<file path="src/hdl/gdh_pkg.sv">
// shared types and constants for the grid density histogram
package gdh_pkg;

  localparam int POS_W   = 24;
  localparam int CNT_W   = 16;
  localparam int DENS_W  = 17;
  localparam int CSZ_W   = 16;
  localparam int GRID_W  = 7;
  localparam int QIDX_W  = 6;
  localparam int FUNC_W  = 2;
  localparam int CFG_IDX_W  = 2;
  localparam int CFG_DATA_W = 17;
  localparam int STEP_W  = 5;

  // function codes
  localparam logic [FUNC_W-1:0] FN_ADD   = 2'd0;
  localparam logic [FUNC_W-1:0] FN_QUERY = 2'd1;
  localparam logic [FUNC_W-1:0] FN_CLEAR = 2'd2;

  // configuration register indexes
  localparam logic [CFG_IDX_W-1:0] CFG_CELL_SIZE = 2'd0;
  localparam logic [CFG_IDX_W-1:0] CFG_WIDTH     = 2'd1;
  localparam logic [CFG_IDX_W-1:0] CFG_HEIGHT    = 2'd2;
  localparam logic [CFG_IDX_W-1:0] CFG_SPARSE    = 2'd3;

  localparam logic [CSZ_W-1:0]   CELL_SIZE_RST = 16'd256;
  localparam logic [GRID_W-1:0]  WIDTH_RST     = 7'd64;
  localparam logic [GRID_W-1:0]  HEIGHT_RST    = 7'd64;
  localparam logic [DENS_W-1:0]  SPARSE_RST    = 17'd6554;

  localparam logic [DENS_W-1:0]  DENS_ONE      = 17'h10000;
  localparam logic [CNT_W-1:0]   CNT_SAT       = 16'hFFFF;

  // divider step counts: full position magnitude, and 17 quotient bits for density
  localparam logic [STEP_W-1:0]  STEPS_POS     = 5'd24;
  localparam logic [STEP_W-1:0]  STEPS_DENS    = 5'd17;

  typedef enum logic [3:0] {
    ST_CLEAR,
    ST_IDLE,
    ST_XDIV,
    ST_XWAIT,
    ST_YDIV,
    ST_YWAIT,
    ST_READ,
    ST_UPDATE,
    ST_QLOAD,
    ST_QDIV,
    ST_QWAIT,
    ST_DONE
  } state_t;

  typedef struct packed {
    logic              start;
    logic [CNT_W-1:0]  rem_init;
    logic [POS_W-1:0]  dividend;
    logic [STEP_W-1:0] steps;
    logic [CNT_W-1:0]  divisor;
  } div_req_t;

  typedef struct packed {
    logic             done;
    logic [POS_W-1:0] quot;
  } div_rsp_t;

endpackage

</file>
<file path="src/hdl/gdh_div.sv">
// shared restoring divider, one quotient bit per cycle
module gdh_div (
  input  logic              clk,
  input  logic              rst_n,
  input  gdh_pkg::div_req_t req,
  output gdh_pkg::div_rsp_t rsp
);
  import gdh_pkg::*;

  logic              busy_r;
  logic              done_r;
  logic [STEP_W-1:0] left_r;
  logic [CNT_W-1:0]  rem_r;
  logic [POS_W-1:0]  shf_r;
  logic [POS_W-1:0]  quo_r;
  logic [CNT_W-1:0]  dvs_r;

  logic [CNT_W:0]    part;
  logic [CNT_W-1:0]  diff;
  logic              fits;

  // remainder stays below the divisor, so the low bits of the difference are exact
  assign part = {rem_r, shf_r[POS_W-1]};
  assign diff = part[CNT_W-1:0] - dvs_r;
  assign fits = part >= {1'b0, dvs_r};

  always_ff @(posedge clk) begin
    if (!rst_n) begin
      busy_r <= 1'b0;
      done_r <= 1'b0;
      left_r <= '0;
    end else begin
      done_r <= 1'b0;
      if (req.start) begin
        busy_r <= 1'b1;
        left_r <= req.steps;
      end else if (busy_r) begin
        left_r <= left_r - 1'b1;
        if (left_r == STEP_W'(1)) begin
          busy_r <= 1'b0;
          done_r <= 1'b1;
        end
      end
    end
  end

  always_ff @(posedge clk) begin
    if (req.start) begin
      rem_r <= req.rem_init;
      shf_r <= req.dividend;
      dvs_r <= req.divisor;
      quo_r <= '0;
    end else if (busy_r) begin
      rem_r <= fits ? diff : part[CNT_W-1:0];
      shf_r <= {shf_r[POS_W-2:0], 1'b0};
      quo_r <= {quo_r[POS_W-2:0], fits};
    end
  end

  assign rsp.done = done_r;
  assign rsp.quot = quo_r;

endmodule

</file>
<file path="config.mk">
export PLATFORM = sky130hd
export DESIGN_NAME = gdh_div
export DESIGN_NICKNAME = d
export VERILOG_FILES = /design/src/hdl/gdh_pkg.sv /design/src/hdl/gdh_div.sv
export SDC_FILE = /design/constraint.sdc
export NUM_CORES = 1
export LEC_CHECK = 0
export BUFFER_PORTS_ARGS = -buffer_cell sky130_fd_sc_hd__buf_2
export CORE_UTILIZATION = 45
export CTS_CLUSTER_DIAMETER = 80
export DETAILED_ROUTE_END_ITERATION = 10
export MAX_ROUTING_LAYER = met4
export PLACE_DENSITY = 0.67
export SLEW_MARGIN = 20
export SYNTH_ARGS = -nofsm -noshare
export SYNTH_HDL_FRONTEND = slang
export SYNTH_SLANG_ARGS = --single-unit
</file>
<file path="constraint.sdc">
create_clock -name clk -period 2.3 [get_ports clk]
set_input_delay 0.23 -clock clk [delete_from_list [all_inputs] [get_ports clk]]
set_output_delay 0.23 -clock clk [all_outputs]
set_load 0.1 [all_outputs]
</file>
# Yosys cells after proc, flatten, opt, wreduce, memory -nomap -nowiden
# Index checks and enable logic that the tools add are counted.
dict set report classes {
  n_eq_ne 1
  addsub 2
  reduce_logical 2
  order_cmp 1
  bitwise 2
  mux 11
}
# operator count
set op_table {}
lappend op_table {{16-bit two-way mux} 3}
lappend op_table {{24-bit two-way mux} 2}
lappend op_table {{17-bit by 16-bit >= comparator with 1-bit output} 1}
lappend op_table {{16-bit subtractor} 1}
lappend op_table {{5-bit two-way mux} 2}
lappend op_table {{5-bit by 1-bit == test with 1-bit output, second input constant} 1}
lappend op_table {{5-bit by 1-bit subtractor with 5-bit output, second input constant} 1}
lappend op_table {{1-bit two-way mux} 4}
lappend op_table {{3-bit OR reduction} 1}
lappend op_table {{1-bit NOT} 2}
lappend op_table {{2-bit nonzero test} 1}
dict set report word_totals {
  register_bits 87
  word_cells 26
  out_inout_bits 25
}

# Logic depth before layout (Yosys ltp)
dict set report depth {
  ltp_word 4
  mapped_depth 11
}

# Worst setup path before layout
# Ideal clock, no wire load.
dict set report synth_path {
  kind {register -> register}
  from {register shf_r[23]}
  to {register rem_r[12] (data pin)}
  t_required_ns 2.031
  arrival_time_ns 2.285
  period_less_slack_ns 2.554
  setup_slack_ns -0.254
  setup_ns 0.269
  path_stages_with_launch 12
  cell_sequence {edfxtp_1 -> inv_1 -> ha_1 -> inv_1 -> fa_1 -> a21o_1 -> a221oi_1 -> o21ai_0 -> o21ai_0 -> xnor2_1 -> mux2i_1 -> o21ai_0}
}
dict set report synth_between {
  elab_chain_cells 4
  word_cells_on_any_way 5
  classes_between {add/sub (1); order compare (1); mux (3)}
}
# element line_no
set synth_rtl {}
lappend synth_rtl {{start, declared} gdh_div.sv:14} ;# logic [POS_W-1:0] shf_r;
lappend synth_rtl {{start signal, assigned} gdh_div.sv:50} ;# shf_r <= req.dividend;
lappend synth_rtl {{start signal, assigned} gdh_div.sv:55} ;# shf_r <= {shf_r[POS_W-2:0], 1'b0};
lappend synth_rtl {{16-bit subtractor or 17-bit by 16-bit >= comparator with 1-bit output (tied branches)} {gdh_div.sv:24, gdh_div.sv:25}}
lappend synth_rtl {{16-bit two-way mux (*)} gdh_div.sv:54} ;# rem_r <= fits ? diff : part[CNT_W-1:0];
lappend synth_rtl {{16-bit two-way mux (*)} gdh_div.sv:53} ;# end else if (busy_r) begin
lappend synth_rtl {{16-bit two-way mux (*)} gdh_div.sv:48} ;# if (req.start) begin
lappend synth_rtl {{end signal, assigned} gdh_div.sv:49} ;# rem_r <= req.rem_init;
lappend synth_rtl {{end signal, assigned} gdh_div.sv:54}
lappend synth_rtl {{end, declared} gdh_div.sv:13} ;# logic [CNT_W-1:0] rem_r;
# Every way passes the cells marked *; elsewhere a longest branch is shown, timed or not. The select of a mux whose other input is x is not followed.
# A chain may end at the register's enable or synchronous reset.

# Final worst setup path
dict set report layout_path {
  from {register shf_r[23]}
  to {register rem_r[8] (data pin)}
}
# The elaborated chain is that of the path after synthesis.

==> metrics.yaml <==
status: "finished, violations left"
violations: "negative setup slack"
cts_buffers: 9
fill_cells: 767
drtAntennaViolNets: 0
hp-class: "in -> reg"
post-place-ws_ns: -0.413
drive_above_1_share_pct: 45.3
num_antenna_cells: 0
timing.final.max_slew_violations: 0
grt_max_degree: 41
die_h_um: 101
multiInputGateArea_um2: 2160
port_buffers: 88
finish.utilization_pct: 63.6
worst_pin_slew_ns: 0.504
critPathRequiredTime_ns: 2.54
peakVddDrop_uv: 353
p_leak_nw: 2.54
drt_wl_total_mm: 10.0
synth-seq-cells: 87
postLayoutCellArea_um2: 5930
cts-root-buf: "clkbuf_8"
timing.rr.end: "rem_r[8]"
period_share_pct: 110
yosys.area_share.simple_pct: 9.94
postSynthAreaPerCell_um2: 11.5
grt_first_pass_wirelength_mm: 16.0
yosys_warnings: 0
grt-ovfl-total: 0
end_kind: "flip-flop"
finalNetCount: 610
postSynthCellCount: 381
clock-sinks: 87
holdBufCountCts: 0
io-pin-count: 89
crit_path_start_kind: "flip-flop"
cap_violations: 0
initial_core_util_pct: 47.0
p_comb_share_pct: 39.3
die_w_um: 101
rrSetupSlack_ns: -0.22
synth_nets: 464
clockBufferDepth: 2
r2r-start: "shf_r[23]"
clk_pin_slew_worst_paths_ns: 0.10
reg2regPathDepth: 12
synth_top_family_by_area: "compound AO/OA/AOI/OAI gates"
core_um2: 9330
drc_errors: 0
wire_per_inst_um: 15.2
p_sw_mw: 1.65
placed_area_um2: 5240
cts_tree: "yes"
hpwl_mm: 6.70
instances_no_fill: 661
seq_area_um2: 2300
gr-usage-all-layers_pct: 21.1
cp.arrival_ns: 2.77
vias: 3368
worst_slack_ns: -0.224
synthMuxAreaShare_pct: 12.1
first_pass_iters: 4
place_inst: 624
design.die.area_um2: 10100
whs_ns: 0.0250
synth_compound_area_share_pct: 12.1
rsz0062_at_grt: "yes"
seqPwrFrac_pct: 38.8
crit_fanout: 3
setup_viol: 16
synthFlopType: "edfxtp_1"
p_sw_share_pct: 32.8
finalSetupTns_ns: -2.57
rows: 35
gp_congestion: 0.825
crit_type: "reg -> reg"
hold_violations: 0
finalPower_mw: 5.01
synth_area_um2: 4380
clkPwrFrac_pct: 21.9
synthAdderAreaFrac_pct: 5.60
p_int_mw: 3.37
seq_area_frac_synth_pct: 52.5
grt_pass1_vias: 3450
fin_crit_ns: 2.52
whs_path_depth: 1
slew_headroom_pct: 66.6
p_per_area_nw_per_um2: 845
drt_iter0_markers: 140
drt-vias-per-instance: 5.10
antenna_found_initial: 0
min_from: "req[8]"
synth_cell_types: 56
synthArstFlopShare_pct: 0
min_to: "dvs_r[8]"
clock_latency_ns: 0.37
fmax_ghz: 0.396
fin_skew_ns: 0.0112
syn2layout_area_growth_pct: 35.4
synth-edff-count: 56
synth_xor_area_share_pct: 3.00
htreeDepth: 3
## worst max-delay path by stage
stage	start	endpoint	slack (ns)	cells past startpoint
3_3_place_gp	rem_r[0]	rem_r[12]	-0.35	8
4_1_cts	rem_r[0]	rem_r[4]	-0.23	10
6_report	shf_r[23]	rem_r[8]	-0.22	12
2_1_floorplan	rem_r[0]	rem_r[12]	-0.06	8
3_5_place_dp	rem_r[0]	rem_r[12]	-0.41	8
5_1_grt	shf_r[23]	rem_r[8]	-0.30	12
## cells in the mapped netlist, drive strengths merged, types with 4 or more instances
master,instances,share of area [%]
nand4,4,0.71
o21ai,14,1.6
ha,18,5.1
edfxtp,56,38
dfxtp,31,14
nor2,39,3.3
nand2,29,2.5
clkbuf,8,0.69
xor2,4,0.80
a31oi,8,1.1
buf,10,1.7
xnor2,11,2.2
mux2,23,5.9
nor3,4,0.46
a21oi,17,2.0
mux2i,27,6.2
a211oi,5,0.97
a21o,5,0.89
inv,24,2.1
## critical path, stage by stage, from the launching register on
cell and delay (ns):
edfxtp_1 0.43, inv_1 0.08, ha_2 0.19, inv_2 0.05
fa_2 0.36, a21o_1 0.23, a221oi_4 0.34, buf_4 0.18
o21bai_1 0.06, a21oi_1 0.16, xnor2_1 0.13, nand2_1 0.08
a2bb2oi_2 0.10
## power by group through the flow
stage	registers (mW)	clock network [mW]	logic (mW)
global route	1.96	1.19	2.13
CTS	1.94	1.13	1.78
floorplan	1.96	0	0.973
global placement	1.96	0	1.47
detailed placement	1.96	0	1.49
finish	1.94	1.10	1.97
## area by class of cell
cell class,count,area share [%]
Clock buffer,10,2.51
Clock inverter,6,1.01
Inverter,24,1.52
Multi-Input combinational cell,251,36.4
Sequential cell,87,38.8
Tap cell,129,2.72
Timing Repair Buffer,154,17.0
## cell families (layout without fill, tap and decap cells)
logic type,count (synthesis),in the layout
multiplexers,50,50
buffers and inverters,43,194
XOR/XNOR,15,15
flip-flops,87,87
AND/OR/NAND/NOR,95,95
AO/OA/AOI/OAI,72,72
adder cells (fa/ha/maj),19,19
## flip-flops by register name, indices dropped and copies added, names as in the netlist
signal / count
quo_r: 24
rem_r: 16
dvs_r: 16
busy_r: 1
left_r: 5
shf_r: 24
done_r: 1
## what timing repair did
action | CTS | global route
pin swaps | 26 | 39
gates resized for setup | 39 | 26
cloned | 1 | 0
setup endpoints to repair | 17 | 17
buffers inserted | 11 | 10
## layout by cell type (no fill, tap or decap), drive strengths merged, types with 2 or more instances in the layout
cell type / n
a211oi: 5
a21o: 5
a21oi: 17
a2bb2oi: 3
a31oi: 8
and2: 3
buf: 154
clkbuf: 10
clkinvlp: 2
dfxtp: 31
edfxtp: 56
ha: 18
inv: 27
mux2: 23
mux2i: 27
nand2: 29
nand2b: 3
nand4: 4
nor2: 39
nor2b: 2
nor3: 4
o211a: 2
o211ai: 3
o21a: 3
o21ai: 14
o311ai: 3
or3: 2
or4: 2
xnor2: 11
xor2: 4
## layer usage
metal | GRT usage (%) | wire (µm)
met1 | 25.3 | 4450
met2 | 34.6 | 4930
met3 | 4.30 | 503
met4 | 8.92 | 136
met5 | - | 0
No activity file was read; power rests on OpenSTA's default activity.
